==> src/sv/mtd_pkg.sv <==
// Package for the musical tick divider: the fixed division table, quotient
// constants, request codes and the request/response structs of the shared divider.
// No dependencies.
`default_nettype none

package mtd_pkg;

   localparam int DIV_W      = 13;  // signed width of one table entry
   localparam int TICK_W     = 32;  // width of the tick count field
   localparam int QUOT_W     = 33;  // unsigned width of a stored quotient
   localparam int LIST_LEN   = 22;
   localparam int LOOKUP_W   = 6;   // table index width at the largest depth
   localparam int STEP_CNT_W = $clog2(TICK_W);

   localparam logic [4:0] ENTRIES_RESET = 5'd22;

   // A quotient of all ones stands for a division that cannot be carried out.
   localparam logic [QUOT_W-1:0] NO_QUOTIENT = '1;

   typedef enum logic {
      CMD_SELECT = 1'b0,
      CMD_TICK   = 1'b1
   } cmd_type;

   typedef logic signed [DIV_W-1:0] division_type;

   localparam division_type DIV_LIST [LIST_LEN] = '{
      -13'sd1, 13'sd2880, 13'sd1920, 13'sd1280, 13'sd1440, 13'sd960, 13'sd640,
      13'sd720, 13'sd480, 13'sd320, 13'sd360, 13'sd240, 13'sd160, 13'sd180,
      13'sd120, 13'sd80, 13'sd90, 13'sd60, 13'sd40, 13'sd45, 13'sd30, 13'sd15
   };

   typedef struct packed {
      logic              start;
      logic [TICK_W-1:0] dividend;
      logic [DIV_W-2:0]  divisor;
   } div_req_type;

   typedef struct packed {
      logic              done;
      logic [TICK_W-1:0] quotient;
   } div_rsp_type;

   // Entries beyond the default list read as zero.
   function automatic division_type div_lookup(input logic [LOOKUP_W-1:0] idx);
      division_type res;
      res = '0;
      if (idx < LOOKUP_W'(LIST_LEN)) begin
         res = DIV_LIST[idx[4:0]];
      end
      return res;
   endfunction

endpackage

`default_nettype wire

==> src/sv/mtd_divider.sv <==
// Iterative restoring divider shared by all three divisions of a tick request.
// Depends on mtd_pkg for widths and the request/response structs.
`default_nettype none

module mtd_divider (
   input  wire logic                clock,
   input  wire logic                reset,
   input  wire mtd_pkg::div_req_type div_req,
   output mtd_pkg::div_rsp_type      div_rsp
);

   logic                                busy_ff, busy_in;
   logic                                done_ff, done_in;
   logic [mtd_pkg::STEP_CNT_W-1:0]      cnt_ff, cnt_in;
   logic [mtd_pkg::TICK_W-1:0]          dvd_ff, dvd_in;
   logic [mtd_pkg::DIV_W-2:0]           dsr_ff, dsr_in;
   logic [mtd_pkg::DIV_W-2:0]           rem_ff, rem_in;
   logic [mtd_pkg::DIV_W-1:0]           shifted;
   logic [mtd_pkg::DIV_W-1:0]           diff;
   logic                                qbit;

   // One quotient bit per cycle; the dividend register collects the quotient.
   always_comb begin
      shifted = {rem_ff, dvd_ff[mtd_pkg::TICK_W-1]};
      diff    = shifted - {1'b0, dsr_ff};
      qbit    = (shifted >= {1'b0, dsr_ff});
      busy_in = busy_ff;
      done_in = 1'b0;
      cnt_in  = cnt_ff;
      dvd_in  = dvd_ff;
      dsr_in  = dsr_ff;
      rem_in  = rem_ff;
      if (div_req.start) begin
         busy_in = 1'b1;
         cnt_in  = '0;
         dvd_in  = div_req.dividend;
         dsr_in  = div_req.divisor;
         rem_in  = '0;
      end else if (busy_ff) begin
         dvd_in = {dvd_ff[mtd_pkg::TICK_W-2:0], qbit};
         rem_in = qbit ? diff[mtd_pkg::DIV_W-2:0] : shifted[mtd_pkg::DIV_W-2:0];
         cnt_in = cnt_ff + 1'b1;
         if (cnt_ff == mtd_pkg::STEP_CNT_W'(mtd_pkg::TICK_W - 1)) begin
            busy_in = 1'b0;
            done_in = 1'b1;
         end
      end
   end

   always_ff @(posedge clock) begin
      if (reset) begin
         busy_ff <= 1'b0;
         done_ff <= 1'b0;
         cnt_ff  <= '0;
      end else begin
         busy_ff <= busy_in;
         done_ff <= done_in;
         cnt_ff  <= cnt_in;
      end
      dvd_ff <= dvd_in;
      dsr_ff <= dsr_in;
      rem_ff <= rem_in;
   end

   assign div_rsp.done     = done_ff;
   assign div_rsp.quotient = dvd_ff;

endmodule

`default_nettype wire

==> src/sv/mtd_selector.sv <==
// Holds the entries-in-use register and the three latched divisions, and
// clamps a select request onto the table. Depends on mtd_pkg.
`default_nettype none

module mtd_selector #(
   parameter int TABLE_DEPTH = 22
) (
   input  wire logic                 clock,
   input  wire logic                 reset,
   input  wire logic                 csr_wen,
   input  wire logic [4:0]           csr_wdata,
   input  wire logic                 sel_load,
   input  wire logic [7:0]           sel_index,
   output mtd_pkg::division_type     sel_div [3]
);

   localparam logic [7:0] DEPTH8 = 8'(TABLE_DEPTH);

   logic [4:0]            entries_ff;
   mtd_pkg::division_type div_ff [3];
   logic [7:0]            used;
   logic [7:0]            last;
   logic [7:0]            want;
   logic [7:0]            lo_idx;
   logic [7:0]            hi_idx;

   always_comb begin
      used = {3'b000, entries_ff};
      if (used == 8'd0) begin
         used = 8'd1;
      end
      if (used > DEPTH8) begin
         used = DEPTH8;
      end
      last   = used - 8'd1;
      want   = (sel_index > last) ? last : sel_index;
      lo_idx = (want == 8'd0) ? want : want - 8'd1;
      hi_idx = (want == last) ? want : want + 8'd1;
   end

   always_ff @(posedge clock) begin
      if (reset) begin
         entries_ff <= mtd_pkg::ENTRIES_RESET;
         div_ff[0]  <= '0;
         div_ff[1]  <= '0;
         div_ff[2]  <= '0;
      end else begin
         if (csr_wen) begin
            entries_ff <= csr_wdata;
         end
         if (sel_load) begin
            div_ff[0] <= mtd_pkg::div_lookup(lo_idx[mtd_pkg::LOOKUP_W-1:0]);
            div_ff[1] <= mtd_pkg::div_lookup(want[mtd_pkg::LOOKUP_W-1:0]);
            div_ff[2] <= mtd_pkg::div_lookup(hi_idx[mtd_pkg::LOOKUP_W-1:0]);
         end
      end
   end

   assign sel_div = div_ff;

endmodule

`default_nettype wire

==> src/sv/musical_tick_divider.sv <==
// Top level of the musical tick divider: request sequencer, quotient history
// and output register. Depends on mtd_pkg, mtd_selector and mtd_divider.
//
//  channel   direction  payload                                   handshake
//  req_      in         tuser: cmd; tdata: division_index, tick    tvalid/tready
//  rsp_      out        tdata: division_count                      tvalid/tready
//  csr_      in         wdata: entries_in_use                      wen
//
// A select request latches the three divisions and leaves the sequencer idle.
// A tick request runs the three divisions one after another through a single
// restoring divider, one bit a cycle; a division that is not positive gets no
// quotient. The sequencer then decides the result. Reset clears the control state
// and quotient history and restores 22 entries in use. While the result register is still held by a
// stalled consumer the sequencer waits before writing a new result.
`default_nettype none

module musical_tick_divider #(
   parameter int TABLE_DEPTH = 22,
   parameter int TICK_WIDTH  = 32
) (
   input  wire logic        clock,
   input  wire logic        reset,
   input  wire logic        req_tvalid,
   output logic             req_tready,
   input  wire logic [39:0] req_tdata,   // [7:0] division_index, [39:8] tick_count
   input  wire logic        req_tuser,   // cmd
   output logic             rsp_tvalid,
   input  wire logic        rsp_tready,
   output logic [31:0]      rsp_tdata,   // [31:0] division_count
   input  wire logic        csr_wen,
   input  wire logic [4:0]  csr_wdata
);

   localparam int EFF_W = (TICK_WIDTH < mtd_pkg::TICK_W) ? TICK_WIDTH : mtd_pkg::TICK_W;
   localparam logic [mtd_pkg::TICK_W-1:0] TICK_MASK =
      {mtd_pkg::TICK_W{1'b1}} >> (mtd_pkg::TICK_W - EFF_W);

   typedef enum logic [3:0] {
      ST_IDLE   = 4'b0001,
      ST_LOAD   = 4'b0010,
      ST_RUN    = 4'b0100,
      ST_DECIDE = 4'b1000
   } state_type;

   state_type                    state_ff, state_in;
   logic [1:0]                   k_ff, k_in;
   logic [mtd_pkg::TICK_W-1:0]   ticks_ff;
   logic [mtd_pkg::QUOT_W-1:0]   cur_ff [3];
   logic [mtd_pkg::QUOT_W-1:0]   prev_ff [3];
   logic                         changed_ff;
   logic                         rsp_valid_ff, rsp_valid_in;
   logic [31:0]                  rsp_data_ff;

   logic                         req_accept;
   logic                         sel_load;
   mtd_pkg::division_type        sel_div [3];
   mtd_pkg::division_type        cur_div;
   logic                         div_ok;
   mtd_pkg::div_req_type         div_req;
   mtd_pkg::div_rsp_type         div_rsp;
   logic                         out_free;
   logic                         decide_go;
   logic                         suppress;
   logic                         emit;
   logic                         write_q;
   logic [mtd_pkg::QUOT_W-1:0]   q_value;

   assign req_tready = (state_ff == ST_IDLE);
   assign req_accept = req_tvalid && req_tready;
   assign sel_load   = req_accept && (req_tuser == mtd_pkg::CMD_SELECT);

   mtd_selector #(
      .TABLE_DEPTH (TABLE_DEPTH)
   ) u_selector (
      .clock     (clock),
      .reset     (reset),
      .csr_wen   (csr_wen),
      .csr_wdata (csr_wdata),
      .sel_load  (sel_load),
      .sel_index (req_tdata[7:0]),
      .sel_div   (sel_div)
   );

   assign cur_div = sel_div[k_ff];
   assign div_ok  = !cur_div[mtd_pkg::DIV_W-1] && (cur_div != '0);

   always_comb begin
      div_req.start    = (state_ff == ST_LOAD) && div_ok;
      div_req.dividend = ticks_ff;
      div_req.divisor  = cur_div[mtd_pkg::DIV_W-2:0];
   end

   mtd_divider u_divider (
      .clock   (clock),
      .reset   (reset),
      .div_req (div_req),
      .div_rsp (div_rsp)
   );

   // The new centre quotient is compared with the history before it replaces it.
   always_comb begin
      out_free  = !rsp_valid_ff || rsp_tready;
      decide_go = (state_ff == ST_DECIDE) && out_free;
      suppress  = changed_ff && ((cur_ff[1] == prev_ff[0]) || (cur_ff[1] == prev_ff[1]) ||
                                 (cur_ff[1] == prev_ff[2]));
      emit      = !suppress && (cur_ff[1] != prev_ff[1]) && (cur_ff[1] != mtd_pkg::NO_QUOTIENT);
      rsp_valid_in = (rsp_valid_ff && !rsp_tready) || (decide_go && emit);
   end

   always_comb begin
      state_in = state_ff;
      k_in     = k_ff;
      write_q  = 1'b0;
      q_value  = mtd_pkg::NO_QUOTIENT;
      unique case (state_ff)
         ST_IDLE: begin
            k_in = 2'd0;
            if (req_accept && (req_tuser == mtd_pkg::CMD_TICK)) begin
               state_in = ST_LOAD;
            end
         end
         ST_LOAD: begin
            if (div_ok) begin
               state_in = ST_RUN;
            end else begin
               write_q  = 1'b1;
               state_in = (k_ff == 2'd2) ? ST_DECIDE : ST_LOAD;
               k_in     = (k_ff == 2'd2) ? k_ff : k_ff + 2'd1;
            end
         end
         ST_RUN: begin
            if (div_rsp.done) begin
               write_q  = 1'b1;
               q_value  = {1'b0, div_rsp.quotient};
               state_in = (k_ff == 2'd2) ? ST_DECIDE : ST_LOAD;
               k_in     = (k_ff == 2'd2) ? k_ff : k_ff + 2'd1;
            end
         end
         ST_DECIDE: begin
            if (out_free) begin
               state_in = ST_IDLE;
            end
         end
         default: begin
            state_in = ST_IDLE;
         end
      endcase
   end

   always_ff @(posedge clock) begin
      if (reset) begin
         state_ff     <= ST_IDLE;
         k_ff         <= 2'd0;
         changed_ff   <= 1'b0;
         rsp_valid_ff <= 1'b0;
         for (int i = 0; i < 3; i++) begin
            cur_ff[i]  <= '0;
            prev_ff[i] <= '0;
         end
      end else begin
         state_ff     <= state_in;
         k_ff         <= k_in;
         rsp_valid_ff <= rsp_valid_in;
         if (sel_load) begin
            changed_ff <= 1'b1;
         end else if (decide_go) begin
            changed_ff <= 1'b0;
         end
         if (req_accept && (req_tuser == mtd_pkg::CMD_TICK)) begin
            for (int i = 0; i < 3; i++) begin
               prev_ff[i] <= cur_ff[i];
            end
         end
         if (write_q) begin
            cur_ff[k_ff] <= q_value;
         end
      end
      if (req_accept && (req_tuser == mtd_pkg::CMD_TICK)) begin
         ticks_ff <= req_tdata[39:8] & TICK_MASK;
      end
      if (decide_go && emit) begin
         rsp_data_ff <= cur_ff[1][31:0];
      end
   end

   assign rsp_tvalid = rsp_valid_ff;
   assign rsp_tdata  = rsp_data_ff;

endmodule

`default_nettype wire

==> config.mk <==
export PLATFORM = sky130hd
export DESIGN_NAME = musical_tick_divider
export DESIGN_NICKNAME = d
export VERILOG_FILES = /design/src/sv/mtd_pkg.sv /design/src/sv/mtd_divider.sv /design/src/sv/mtd_selector.sv /design/src/sv/musical_tick_divider.sv
export SDC_FILE = /design/constraint.sdc
export NUM_CORES = 1
export LEC_CHECK = 0
export BUFFER_PORTS_ARGS = -buffer_cell sky130_fd_sc_hd__buf_4
export CAP_MARGIN = 20
export CORE_MARGIN = 2
export CORE_UTILIZATION = 32
export CTS_BUF_LIST = sky130_fd_sc_hd__clkbuf_8
export DETAILED_ROUTE_END_ITERATION = 6
export GPL_TIMING_DRIVEN = 0
export PLACE_DENSITY = 0.53
export SYNTH_ARGS = -nofsm -noshare
export SYNTH_HDL_FRONTEND = slang
export SYNTH_SLANG_ARGS = --single-unit
==> constraint.sdc <==
create_clock -name clock -period 18.2 [get_ports clock]
set_input_delay 1.82 -clock clock [delete_from_list [all_inputs] [get_ports clock]]
set_output_delay 1.82 -clock clock [all_outputs]
set_load 0.005 [all_outputs]
Yosys cells after proc, flatten, opt, wreduce, memory -nomap -nowiden
Memories as Yosys holds them, arrays and structs flattened. A register that Yosys moved wholly into a read port is not among the register bits.
Cells that the tools add are included.
W data, S select, Z words.
{"block": "classes", "add_sub_neg": 6, "multipliers": 0, "div_mod_pow": 0, "n_lt_le_gt_ge": 4, "eq_ne": 16, "n_shift": 0, "mux": 46, "bitwise_logic": 9, "reduce_logical": 30}
{"operator": "$mux W33", "n": 6}
{"operator": "$eq A33 B33 Y1", "n": 3}
{"operator": "$mux W32", "n": 2}
{"operator": "$ne A33 B33 Y1", "n": 1}
{"operator": "$ne A33 B33 Y1 const B", "n": 1}
{"operator": "$reduce_or A33 Y1", "n": 1}
{"operator": "$bmux W13 S2", "n": 1}
{"operator": "$mux W13", "n": 2}
{"operator": "$mux W4", "n": 5}
{"operator": "$not A5 Y6", "n": 3}
{"operator": "$mux W1", "n": 17}
{"operator": "$pmux W4 S4", "n": 1}
{"operator": "$ge A13 B12 Y1", "n": 1}
{"operator": "$reduce_bool A13 Y1", "n": 1}
{"operator": "$mux W12", "n": 1}
{"operator": "$mux W6", "n": 2}
{"operator": "$sub A12 B12 Y12", "n": 1}
{"operator": "$logic_and A1 B1 Y1", "n": 11}
{"operator": "$mux W5", "n": 2}
{"operator": "$eq A8 B8 Y1", "n": 1}
{"operator": "$gt A8 B8 Y1", "n": 1}
{"operator": "$logic_not A8 Y1", "n": 1}
{"operator": "$mux W2", "n": 4}
{"operator": "$mux W8", "n": 1}
{"operator": "other kinds (28)", "n": 41}
{"block": "totals", "register_bits": 140, "latch_bits": 0, "mem_bits_rw": 198, "rom_bits": 1248, "output_inout_bits": 34, "elab_cells": 129, "n_memories": 5}
{"memory": "(no name shown)", "depth": 32, "word_bits": 13, "rd": 1, "rd_clocked_by_memory_dff": 1, "wr": 0, "line": "mtd_pkg.sv:49", "source": "res = DIV_LIST[idx[4:0]];"}
{"memory": "(no name shown)", "depth": 32, "word_bits": 13, "rd": 1, "rd_clocked_by_memory_dff": 1, "wr": 0, "line": "mtd_pkg.sv:49"}
{"memory": "(no name shown)", "depth": 32, "word_bits": 13, "rd": 1, "rd_clocked_by_memory_dff": 1, "wr": 0, "line": "mtd_pkg.sv:49"}
{"memory": "cur_ff", "depth": 3, "word_bits": 33, "rd": 3, "rd_clocked_by_memory_dff": 0, "wr": 3, "line": "musical_tick_divider.sv:48", "source": "logic [mtd_pkg::QUOT_W-1:0] cur_ff [3];"}
{"memory": "prev_ff", "depth": 3, "word_bits": 33, "rd": 3, "rd_clocked_by_memory_dff": 0, "wr": 3, "line": "musical_tick_divider.sv:49", "source": "logic [mtd_pkg::QUOT_W-1:0] prev_ff [3];"}

Depth between registers and ports, before layout
Gate-level depths: netlist (run 1).
{"block": "logic_depth", "ltp_word": 13, "depth_mapped": 27, "depth_no_buf": 23}

Cells and area by module
A second synthesis (run 1) with hierarchy kept.
{"block": "hier_totals", "hier_cells": 1465, "area_unflattened_um2": 17729.5}
{"mod": "musical_tick_divider", "n_inst": 1, "cells_each": 786, "area_each_um2": 11277.1}
{"mod": "mtd_selector", "n_inst": 1, "cells_each": 418, "area_each_um2": 3294.4}
{"mod": "mtd_divider", "n_inst": 1, "cells_each": 261, "area_each_um2": 3158.0}

Least setup slack after synthesis (run 1)
OpenSTA, ideal clock, no wires.
{"block": "synth_timing", "path_kind": "in2reg", "startpoint": "input port rsp_tready", "endpoint": "register rsp_data_ff[0], in the netlist rsp_tdata[0], read port of cur_ff (enable)", "setup_time_ps": 599, "arrival_ps": 7219, "required_ps": 17601, "setup_slack_ps": 10382, "stages": 4, "n_path_buf": 0, "path_cell_list": "inv_1 -> nand2_1 -> nand2_1 -> a2111oi_0"}
{"block": "synth_via", "elab_chain_len": 3}
{"element": "start, declared", "line": "musical_tick_divider.sv:28", "source": "input wire logic rsp_tready,"}
{"element": "$logic_or A1 B1 Y1", "line": "musical_tick_divider.sv:102", "source": "out_free = !rsp_valid_ff || rsp_tready;"}
{"element": "$logic_and A1 B1 Y1", "line": "musical_tick_divider.sv:103", "source": "decide_go = (state_ff == ST_DECIDE) && out_free;"}
{"element": "$logic_and A1 B1 Y1", "line": "musical_tick_divider.sv:181", "source": "if (decide_go && emit) begin"}
{"element": "end, declared", "line": "musical_tick_divider.sv:52", "source": "logic [31:0] rsp_data_ff;"}
Every way passes these cells.
A chain may end at the register's enable or synchronous reset.

Final worst setup path (run 1)
{"block": "layout_timing", "startpoint": "register u_selector.entries_ff[2]", "endpoint": "register u_selector.div_ff (netlist bit u_selector.sel_div[31])"}
{"block": "layout_via", "elab_chain_len": 10, "word_cells_on_any_way": 11, "cone_classes": "2 x add/sub; 2 x order compare; 4 x mux; 1 x bitwise; 2 x reduce/logical"}
{"element": "start, declared", "line": "mtd_selector.sv:19", "source": "logic [4:0] entries_ff;"}
{"element": "start signal, assigned", "line": "mtd_selector.sv:43", "source": "entries_ff <= mtd_pkg::ENTRIES_RESET;"}
{"element": "start signal, assigned", "line": "mtd_selector.sv:49", "source": "entries_ff <= csr_wdata;"}
{"element": "$logic_not A5 Y1", "line": "mtd_selector.sv:29", "source": "if (used == 8'd0) begin"}
{"element": "$mux W5 (*)", "line": "mtd_selector.sv:29"}
{"element": "$gt A5 B5 Y1", "line": "mtd_selector.sv:32", "source": "if (used > DEPTH8) begin"}
{"element": "$mux W5 (*)", "line": "mtd_selector.sv:32"}
{"element": "$sub A5 B1 Y6 (*)", "line": "mtd_selector.sv:35", "source": "last = used - 8'd1;"}
{"element": "$gt A8 B8 Y1", "line": "mtd_selector.sv:36", "source": "want = (sel_index > last) ? last : sel_index;"}
{"element": "$mux W8 (*)", "line": "mtd_selector.sv:36"}
{"element": "$sub A6 B1 Y6 or $logic_not A8 Y1 (tied branches)", "line": "mtd_selector.sv:37", "source": "lo_idx = (want == 8'd0) ? want : want - 8'd1;"}
{"element": "$mux W6 (*)", "line": "mtd_selector.sv:37"}
{"element": "$not A5 Y6 (implied by the code) (*)", "line": "mtd_pkg.sv:49"}
{"element": "end, declared", "line": "mtd_selector.sv:20", "source": "mtd_pkg::division_type div_ff [3];"}
Every way passes the cells marked *; elsewhere a longest branch is shown, timed or not.

==> results of run 1 <==
-- Yosys cell counts, types with 5 or more instances --
cell       number
nand2_1        67
a21oi_1        58
nand4_1        30
mux2i_1        33
o21ai_1         5
o211ai_1        6
dfxtp_1        71
o2111ai_1       6
nor2b_1        13
nor2_1        189
o31ai_1         9
a31oi_1         9
nand2b_1        7
nor4_1         27
o2bb2ai_1      12
a211oi_1       13
mux2_2         33
nand3_1        23
nor3_1         21
inv_1          38
edfxtp_1      306
ha_1           44
xor2_1         68
or2_2           6
clkbuf_1       50
and2_1        102
buf_2          17
o21ai_0        33
xnor2_1        51
a21o_1          8
-- worst max path at each step --
stage | start | end | slack [ps] | depth (start not counted)
after global placement | rsp_tready | rsp_tdata[28] | 6970 | 5
after detailed placement | req_tdata[0] | u_selector.sel_div[31] | 11270 | 23
after global routing | u_selector.entries_ff[2] | u_selector.sel_div[31] | 10950 | 26
final | u_selector.entries_ff[2] | u_selector.sel_div[31] | 11450 | 26
after floorplan | rsp_tready | rsp_tdata[0] | 10380 | 4
after CTS | u_selector.entries_ff[2] | u_selector.sel_div[31] | 11520 | 26
-- per-stage QoR --
stage | utilization, % | cells | instance area, um2 | hold WS, ps
after global routing | 37.9 | 2359 | 20400 | 466
after floorplan | - | 1448 | 17500 | 424
after detailed placement | 35.5 | 2236 | 19200 | 443
after global placement | 35.2 | 2226 | 19000 | 441
after CTS | 37.9 | 2358 | 20400 | 450
final | 37.9 | 2359 | 20400 | 450
-- state kept, by name (all words and copies together) (netlist names) --
register and count:
u_divider.dvd_ff 32, k_ff 2, u_selector.entries_ff 5, rsp_tdata 32
changed_ff 1, u_divider.busy_ff 1, u_divider.cnt_ff 5, u_divider.dsr_ff 12
u_divider.rem_ff 12, state_ff 4, cur_ff 99, ticks_ff 32
prev_ff 99, u_selector.sel_div 39, u_divider.done_ff 1, rsp_tvalid 1
-- per-layer routing --
layer  vias up  routed length, um  global-route usage [%]
met5         -                  0                       0
met4         0               1100                    5.72
met3        81               1880                    2.69
met1      5551              18100                    18.1
met2       267              20200                    25.2
li1       5572                  -                       -
-- worst register-to-register path, stage by stage (launching register included) --
cell	delay (ps)
dfxtp_1	520
nand2_2	120
a211oi_4	460
ha_1	320
nor3b_2	260
xnor2_1	220
ha_1	310
nand3_1	120
nor3_1	70
a21oi_1	520
nand2_1	330
buf_4	270
a21oi_1	250
buf_2	310
ha_1	360
inv_1	190
nor4_1	270
a31oi_1	180
buf_2	240
mux2i_4	230
inv_2	90
ha_1	260
mux2i_1	100
nand3_1	90
o21ai_0	80
o21ai_0	300
a21oi_1	110
-- final cells by class --
type                       count  area [um2]
buffer                        71         303
sequential                   377       10600
tap                          696         871
fill                        5238       33500
timing repair buffer          93         776
multi-input combinational    959        6450
clock inverter                47         224
inverter                      41         154
clock buffer                  75        1030
-- cell usage in the layout, fill, tap and decap left out, types with 23 or more instances in the layout --
master    instances
nand3_1          23
nand2_1          66
xnor2_1          51
o21ai_0          33
buf_4            88
nand4_1          30
nor2_1          189
mux2i_1          33
and2_1          102
inv_1            65
clkbuf_1         50
nor4_1           27
mux2_2           33
xor2_1           68
clkbuf_8         75
a21oi_1          58
edfxtp_1        306
ha_1             44
dfxtp_1          71
-- cells by family after synthesis --
logic type               count (synthesis)  share of synthesized area, %
XOR/XNOR                               123                          6.37
adder cells (fa/ha/maj)                 45                          3.26
buffers and inverters                  112                          2.61
flip-flops                             377                          60.7
multiplexers                            68                          4.27
AND/OR/NAND/NOR                        512                          14.7
AO/OA/AOI/OAI                          208                          8.15
other                                    1                        0.0214
-- power breakdown --
part           switching (uW)  internal (uW)  total [uW]  leakage (uW)
Clock                     342            392         734      0.000737
Sequential               32.1            981        1010       0.00363
Combinational             199            134         333       0.00344
Total                     573           1510        2080       0.00780
==> results.md, run 1 <==
* Outcome: finished clean
* Post CTS Setup Buffer Count at 0
* Max frequency at 148 MHz
* CP Data Required Time at 18660 ps
* Cell at the slowest stage of the critical path: dfxtp_1
* Die X at 238 um
* Async SR Flop Fraction at 0%
* Post-Syn Area at 17500 um2
* DR iter-0 viols at 597
* CTS Hold Bufs at 0
* Max-Cap Viols at 0
* Main synth FF type: edfxtp_1
* Avg WL per Cell at 17.5 um
* Worst setup EP type: flip-flop
* Post-Syn Instances at 1446
* First-pass GRT wire length at 64000 um
* Worst-path fanout max at 12
* Clock Root Buffer: clkbuf_8
* Level count of the clock H-tree at 3
* R2R Path Start: u_selector.entries_ff[2]
* Clock buffer depth at 3
* TritonCTS buffer count at 68
* Post-route setup TNS at 0 ps
* Post-synth EDFFs at 306
* Initial Util at 32.4%
* Final ANT Viol Nets at 0
* Worst path top cell family by delay: compound AO/OA/AOI/OAI gates
* Period utilization at 37.1%
* Worst-margin pin slew at 834 ps
* Hold Fails Final Rpt at 0
* Max_slew headroom at 43.9%
* Cell variety after synth at 82
* Share of layout cells above drive strength 1 at 16.2%
* Post-synth top area cell: edfxtp_1
* Worst min-delay path class: flip-flop to flip-flop
* CP bufs+invs at 5
* Top cells by area, synth: edfxtp_1, dfxtp_1, nor2_1
* # setup viols final at 0
* RR Endpoint: u_selector.sel_div[31]
* Endpoint, Worst Hold: u_selector.sel_div[27]
* Placeable Area at 53900 um2
* Clk sink count at 377
* Insertion delay to the later sink of the worst-skew pair at 600 ps
* Cell Rows at 85
* CP startpoint kind: flip-flop
* Placer Congestion at 0.860
* DRT Pass-1 Iters at 4
* Die Area at 56600 um2
* Worst path max stage delay at 520 ps
* Worst VDD drop at 39.5 uV
* Mapped Avg Cell Area at 12.1 um2
* Hold path start: u_selector.sel_div[27]
* Worst setup path class: flip-flop to flip-flop
* Vias in the first global route at 11400
* Internal reg-to-reg setup slack at 11450 ps
* Antenna Cells at 0
* CTS clk-pin slew, worst paths at 60 ps
* Synth Warn # at 0
* Clock Skews at 29.8 ps
* Post-synth top area share at 52.5%
* Tot Pwr at 2080 uW
* DR vias at 11500
* Pleak at 0.00780 uW
* Via density at 4.86
* Largest net degree at the start of global routing at 68
* Die height at 238 um
* CTS tree: built
* Cell mode on critical path: ha_1
* WL final at 41300 um
* Io pins at 85
* Residual DRC at 0
* Reg2reg path depth at 26
* Initial antenna violation count at 0
* Tmin final at 6750 ps
* Post-CTS Resized at 0
* IO buf count at 82
* Fin nets at 1707
* Worst path arrival time at 7210 ps
* RSZ-0062 raised after global routing: false
* Hold depth at 2
* Post-layout worst setup margin at 11450 ps
* Area growth syn-to-layout at 16.7%
* Seq/Total Area, Yosys at 60.7%
* Hpwl dp at 30400 um
* PwrDens at 102 nW/um2
* #FFs+latches synth at 377
* Slew Limit Fails at 0
* Pre-CTS WS at 11270 ps
* GRT overflow at 0
* Total track usage at 14.6%
Note: power is estimated with default switching activity, not from simulation.
==> run 2, diff against run 1 <==
--- a/config.mk
+++ b/config.mk
@@ -5,6 +5,7 @@
 export SDC_FILE = /design/constraint.sdc
 export NUM_CORES = 1
 export LEC_CHECK = 0
+export ABC_AREA = 1
 export BUFFER_PORTS_ARGS = -buffer_cell sky130_fd_sc_hd__buf_4
 export CAP_MARGIN = 20
 export CORE_MARGIN = 2
==> constraint.sdc (replaced) <==
create_clock -name clock -period 6.5 [get_ports clock]
set_input_delay 0.65 -clock clock [delete_from_list [all_inputs] [get_ports clock]]
set_output_delay 0.65 -clock clock [all_outputs]
set_load 0.005 [all_outputs]
==> run 2 against run 1 <==
  * Wire length up 5.1%
  * Clock skew rose by 1.5 ps
  * Maximum frequency is 39% higher
  * Synthesized area rose by 0.64%
==> results.md, run 2 <==
* Outcome: finished clean
* Main synth FF type: edfxtp_1
* Vias in the first global route at 12300 (+7.7%)
* Share of layout cells above drive strength 1 at 14.4% (-1.8 points)
* Post-synth EDFFs at 306 (unchanged)
* Pleak at 0.00867 uW (+11%)
* Via density at 4.69 (-3.6%)
* Max-Cap Viols at 0 (unchanged)
* Worst VDD drop at 132 uV (+230%)
* Post-CTS Resized at 0 (unchanged)
* TritonCTS buffer count at 68 (unchanged)
* Clock buffer depth at 3 (unchanged)
* Mapped Avg Cell Area at 10.1 um2 (-17%)
* Tot Pwr at 5830 uW (+180%)
* Post-Syn Instances at 1751 (+21%)
* Most frequent cell after synthesis: edfxtp_1
* Worst-path fanout max at 10 (-2)
* Cell mode on critical path: nand2_1
* Worst setup EP type: flip-flop
* CTS Hold Bufs at 0 (unchanged)
* RSZ-0062 raised after global routing: false
* # setup viols final at 0 (unchanged)
* Clock Skews at 31.3 ps (+1.49 ps)
* Worst min-delay path class: input port to flip-flop
* Most frequent cells in the layout: edfxtp_1, nand2_1, nor2_1
* #FFs+latches synth at 377 (unchanged)
* Async SR Flop Fraction at 0% (unchanged)
* Level count of the clock H-tree at 3 (unchanged)
* Worst setup path class: flip-flop to flip-flop
* Area growth syn-to-layout at 16.6% (about the same)
* WL final at 43400 um (+5.1%)
* Post-Syn Area at 17600 um2 (+0.64%)
* Placed instance area at 19300 um2 (+0.57%)
* DR iter-0 viols at 784 (+31%)
* PwrDens at 284 nW/um2 (+180%)
* Fin nets at 2008 (+18%)
* Non-filler instance count after layout at 2662 (+13%)
* First-pass GRT wire length at 67400 um (+5.4%)
* Die Area at 56900 um2 (+0.64%)
* CTS clk-pin slew, worst paths at 60 ps (about the same)
* Total track usage at 15.4% (+0.75 points)
* Cell at the slowest stage of the critical path: dfxtp_1
* Initial Util at 32.5% (+0.081 points)
* Placer Congestion at 0.842 (-2.1%)
* Top cells by area, synth: edfxtp_1, dfxtp_1, nand2_1
* Clk sink count at 377 (unchanged)
* Avg WL per Cell at 16.3 um (-6.9%)
* Period utilization at 74.9% (+38 points)
* Slew Limit Fails at 0 (unchanged)
* Final core occ at 37.9% (+0.062 points)
* Placed cells at 2537 (+13%)
* GRT overflow at 0 (unchanged)
* Die X at 239 um (+0.32%)
* Tmin final at 4870 ps (-1880 ps)
* Max_slew headroom at 35.2% (-8.7 points)
* Cell variety after synth at 58 (-29%)
* CTS tree: built
* Post CTS Setup Buffer Count at 0 (unchanged)
* Synth cell count leaders: edfxtp_1, nand2_1, nor2_1
* IO buf count at 83 (+1.2%)
* Clock Root Buffer: clkbuf_8
* Placeable Area at 54100 um2 (+0.39%)
* DRT Pass-1 Iters at 5 (+1)
* Residual DRC at 0 (unchanged)
* Insertion delay to the later sink of the worst-skew pair at 630 ps (+30 ps)
* Hold Fails Final Rpt at 0 (unchanged)
* Post-synth top area share at 52.2% (-0.34 points)
* Worst path max stage delay at 470 ps (-50 ps)
* Finished Cell Area at 20500 um2 (+0.56%)
* Io pins at 85 (unchanged)
* Worst path arrival time at 5360 ps (-1850 ps)
* Synth Warn # at 0 (unchanged)
* CP startpoint kind: flip-flop
* Hpwl dp at 32200 um (+5.9%)
* Worst-margin pin slew at 965 ps (+131 ps)
* Final ANT Viol Nets at 0 (unchanged)
* Post-route setup TNS at 0 ps (unchanged)
* Largest net degree at the start of global routing at 72 (+5.9%)
* Die height at 239 um (+0.32%)
* Max frequency at 205 MHz (+39%)
* DR vias at 12500 (+8.8%)
* CP Data Required Time at 6990 ps (-11670 ps)
* Initial antenna violation count at 1 (+1)
* Cell Rows at 85 (unchanged)
* Post-synth top area cell: edfxtp_1
* Seq/Total Area, Yosys at 60.3% (-0.39 points)
* Most common cell after layout, fill and taps aside: edfxtp_1
-- run 2: cell count changes in the layout (fill, tap and decap cells not counted), moves of 33 or more --
cell / previous run / this run
mux2_2: 33 / 0
inv_1: 65 / 217
nand2_1: 66 / 286
nor2_1: 189 / 269
nand3_1: 23 / 76
mux2i_1: 33 / 0
and2_1: 102 / 1
-- run 2: path summary, 6_finish.rpt --
path / startpoint / cells after the start / endpoint / slack, ps
worst max-delay path: u_selector.entries_ff[4] / 28 / u_selector.sel_div[4] / 1630
worst min-delay path: req_tdata[29] / 1 / ticks_ff[21] / 200
worst max register to register: u_selector.entries_ff[4] / 28 / u_selector.sel_div[4] / 1630
worst min register to register: cur_ff[1][22] / 0 / rsp_tdata[22] / 460
-- run 2: worst max-delay path: cells and delay by family, from the launching register on --
kind / cells / cell delay, ps
XOR/XNOR: 1 / 170
adder cells (fa/ha/maj): 4 / 1140
buffers and inverters: 6 / 870
flip-flops: 1 / 470
AND/OR/NAND/NOR: 14 / 1400
AO/OA/AOI/OAI: 3 / 710
-- run 2: layout make-up --
class	instances	area, um2
diodes	1	2.50
plain buffers	64	295
clock buffers	73	1000
clock inverters	50	244
fillers	5388	33600
inverters	209	787
multi-input cells	1103	5940
flip-flops and latches	377	10600
well taps	696	871
repair buffers	89	776
-- run 2: per-layer routing --
metal / vias up / global-route usage, % / share of wire, % / wire, um
met3: 68 / 3.34 / 6.0 / 2600
li1: 6169 / - / - / -
met2: 312 / 25.5 / 48 / 20700
met4: 0 / 5.11 / 2.1 / 906
met1: 5927 / 19.9 / 44 / 19200
met5: - / 0 / 0 / 0
-- run 2: cells by family after synthesis --
group | synth area share (%)
AND/OR/NAND/NOR | 18.8
flip-flops | 60.3
buffers and inverters | 6.15
AO/OA/AOI/OAI | 6.64
XOR/XNOR | 4.90
adder cells (fa/ha/maj) | 3.24
other | 0.0213
-- run 2: stage by stage --
| stage | setup slack [ps] | hold slack, ps |
|---|---|---|
| floorplan | 1340 | 424 |
| global placement | -1280 | 439 |
| global route | 1140 | 162 |
| detailed placement | 1630 | 438 |
| CTS | 1610 | 137 |
| finish | 1630 | 195 |
-- run 2: power by group --
group,switching (uW),internal (uW),total (uW)
Combinational,609,321,931
Sequential,84.6,2760,2840
Clock,972,1080,2050
==> run 3, diff against run 2 <==
--- a/config.mk
+++ b/config.mk
@@ -5,7 +5,7 @@
 export SDC_FILE = /design/constraint.sdc
 export NUM_CORES = 1
 export LEC_CHECK = 0
-export ABC_AREA = 1
+export ABC_AREA = 0
 export BUFFER_PORTS_ARGS = -buffer_cell sky130_fd_sc_hd__buf_4
 export CAP_MARGIN = 20
 export CORE_MARGIN = 2
@@ -13,7 +13,7 @@
 export CTS_BUF_LIST = sky130_fd_sc_hd__clkbuf_8
 export DETAILED_ROUTE_END_ITERATION = 6
 export GPL_TIMING_DRIVEN = 0
-export PLACE_DENSITY = 0.53
+export PLACE_DENSITY = 0.55
 export SYNTH_ARGS = -nofsm -noshare
 export SYNTH_HDL_FRONTEND = slang
 export SYNTH_SLANG_ARGS = --single-unit
==> constraint.sdc (replaced) <==
create_clock -name clock -period 4.2 [get_ports clock]
set_input_delay 0.42 -clock clock [delete_from_list [all_inputs] [get_ports clock]]
set_output_delay 0.42 -clock clock [all_outputs]
set_load 0.005 [all_outputs]
==> run 3 against run 2 <==
  * The run now ends with setup timing left
  * Die area down 0.63%
  * First-iteration DRC count fell by 1.4%
  * Critical endpoint is now u_selector.sel_div[34]
  * Maximum frequency up 7.1%
  * Largest cell class unchanged
  * Sequential share of layout area decreased by 2.5 points
  * Flip-flop and latch count unchanged
  * Count of clock-buffer cells in the layout is 4 lower
  * Final cell count fell by 8.7%
  * Hold slack got worse by 75 ps
  * Register-to-register slack lost 2000 ps
  * Critical path type unchanged
==> results.md, run 3 (synthesized netlist as in run 1, its figures left out) <==
* Outcome: finished with violations
* Hold path start: rsp_tready
* CP startpoint kind: flip-flop
* Residual DRC at 0 (unchanged)
* RSZ-0062 raised after global routing: true
* Tmin final at 4540 ps (-324 ps)
* Antenna Cells at 0 (-1)
* Placer Congestion at 0.864 (+2.6%)
* Hold Fails Final Rpt at 0 (unchanged)
* Clock Skews at 19.4 ps (-12.0 ps)
* Avg WL per Cell at 17.6 um (+8.0%)
* Pleak at 0.00823 uW (-5.1%)
* Fin nets at 1787 (-11%)
* Clk sink count at 377 (unchanged)
* Post-layout worst setup margin at -344 ps (-1980 ps)
* Period utilization at 108% (+33 points)
* # setup viols final at 22 (+22)
* Io pins at 85 (unchanged)
* FF+latch area at 10600 um2 (+0.11%)
* Most common cell after layout, fill and taps aside: edfxtp_1
* Clock Root Buffer: clkbuf_8
* Placed cells at 2233 (-12%)
* Non-filler instance count after layout at 2431 (-8.7%)
* RR Endpoint: u_selector.sel_div[34]
* Area growth syn-to-layout at 23.5%
* Total track usage at 15.1% (-0.28 points)
* Initial antenna violation count at 0 (-1)
* CP Data Required Time at 4770 ps (-2220 ps)
* First-pass GRT wire length at 66100 um (-2.0%)
* Final core occ at 40.1% (+2.1 points)
* Hold depth at 4 (+3)
* DR iter-0 viols at 773 (-1.4%)
* Clock buffer depth at 3 (unchanged)
* Worst setup path class: flip-flop to flip-flop
* Die Area at 56600 um2 (-0.63%)
* Post-route setup TNS at -3410 ps (-3410 ps)
* CTS tree: built
* GRT overflow at 0 (unchanged)
* Most frequent cells in the layout: edfxtp_1, nor2_1, buf_4
* IO buf count at 82 (-1.2%)
* Worst-path fanout max at 5 (-5)
* Die X at 238 um (-0.32%)
* Worst min-delay path class: input port to flip-flop
* Worst VDD drop at 210 uV (+59%)
* TritonCTS buffer count at 61 (-10%)
* CTS clk-pin slew, worst paths at 60 ps (about the same)
* Largest net degree at the start of global routing at 69 (-4.2%)
* WL final at 42800 um (-1.4%)
* Tot Pwr at 9140 uW (+57%)
* Reg2reg path depth at 25 (-11%)
* Slew Limit Fails at 0 (unchanged)
* Die height at 238 um (-0.32%)
* Placeable Area at 53900 um2 (-0.39%)
* R2R Path Start: u_selector.entries_ff[3]
* Insertion delay to the later sink of the worst-skew pair at 650 ps (+20 ps)
* Max frequency at 220 MHz (+7.1%)
* Max_slew headroom at 38.7% (+3.6 points)
* Cell Rows at 85 (unchanged)
* Worst-margin pin slew at 911 ps (-54.3 ps)
* Hpwl dp at 30600 um (-5.0%)
* Max-Cap Viols at 0 (unchanged)
* Pre-CTS WS at -1220 ps (-2850 ps)
* Endpoint, Worst Hold: rsp_tvalid
* Vias in the first global route at 11800 (-3.6%)
* Share of layout cells above drive strength 1 at 21.9% (+7.5 points)
* Via density at 4.86 (+3.6%)
* Initial Util at 32.4% (-0.081 points)
* Worst path arrival time at 5110 ps (-250 ps)
* DR vias at 11800 (-5.4%)
* DRT Pass-1 Iters at 7 (+2)
* PwrDens at 423 nW/um2 (+49%)
* Multi-input gate area at 6890 um2 (+16%)
* Failing checks: setup timing
* Worst setup EP type: flip-flop
* Level count of the clock H-tree at 2 (-1)
* Filler instances at 5131 (-4.8%)
* Final ANT Viol Nets at 0 (unchanged)
* Internal reg-to-reg setup slack at -340 ps (-1980 ps)
run 3: changes by cell type in the layout (fill, tap and decap cells not counted), moves of 16 or more:
cell	change
nand2_1	-224
dlygate4sd3_1	+37
a21oi_1	-29
xor2_1	+19
mux2_2	+33
and2_1	+100
mux2i_1	+33
nor2_1	-84
inv_1	-159
o21ai_0	-35
nand3_1	-55
nand2_2	-16
buf_4	+53
run 3: worst max-delay path by stage:
stage / end / cells after the start / slack (ps) / from
floorplan: u_selector.sel_div[34] / 25 / -450 / u_selector.entries_ff[3]
CTS: u_selector.sel_div[34] / 25 / -280 / u_selector.entries_ff[4]
detailed placement: u_selector.sel_div[34] / 25 / -1220 / u_selector.entries_ff[3]
finish: u_selector.sel_div[34] / 25 / -340 / u_selector.entries_ff[3]
global placement: prev_ff[0][60] / 4 / -1270 / state_ff[3]
global route: u_selector.sel_div[30] / 25 / -570 / u_selector.entries_ff[3]
run 3: cell type report:
type	count	share of cell area (%)
buffer	68	1.59
clock buffer	69	4.40
clock inverter	38	0.811
inverter	41	0.747
multi-input combinational	959	31.9
sequential	377	49.2
tap	696	4.03
timing repair buffer	183	7.33
run 3: worst max-delay path: stages, from the launching register on:
cell and delay [ps]:
dfxtp_2 330, buf_8 120, nor2b_4 40, a211oi_4 290
ha_4 220, nor3b_4 240, xnor2_2 120, ha_1 320
nand3_2 70, o21bai_4 170, nand4b_1 190, nand2_2 110
buf_8 140, a21oi_4 170, buf_6 130, ha_4 150
inv_4 40, nor4_4 150, a31oi_2 160, buf_6 180
mux2i_4 220, inv_2 90, ha_4 180, a2bb2oi_1 130
or3_1 370, a21oi_1 150
run 3: repair_timing:
| action | 4_1_cts | 5_1_grt |
|---|---|---|
| endpoints found under the setup margin | 36 | 28 |
| buffers inserted | 35 | 22 |
| hold buffers | 37 | 0 |
| pin swaps | 34 | 16 |
| gates resized for setup | 55 | 27 |
| hold endpoints to repair | 37 | 0 |
| gates cloned | 0 | 1 |
run 3: power by group:
group          total [uW]  switching (uW)  internal [uW]
clock                2920            1420           1490
sequential           4390             139           4250
combinational        1830            1010            824
total                9140            2570           6570
run 3: stage by stage:
step | hold slack (ps) | instance area (um2)
6_report | 120 | 21600
5_1_grt | 115 | 21600
2_1_floorplan | 424 | 17700
3_3_place_gp | 442 | 19100
3_5_place_dp | 445 | 19300
4_1_cts | 71.7 | 21300
run 3: metal layers:
metal | track usage (%) | part of all wire, %
met3 | 2.90 | 4.6
met1 | 19.2 | 44
met2 | 25.9 | 50
met5 | 0 | 0
met4 | 4.76 | 2.4
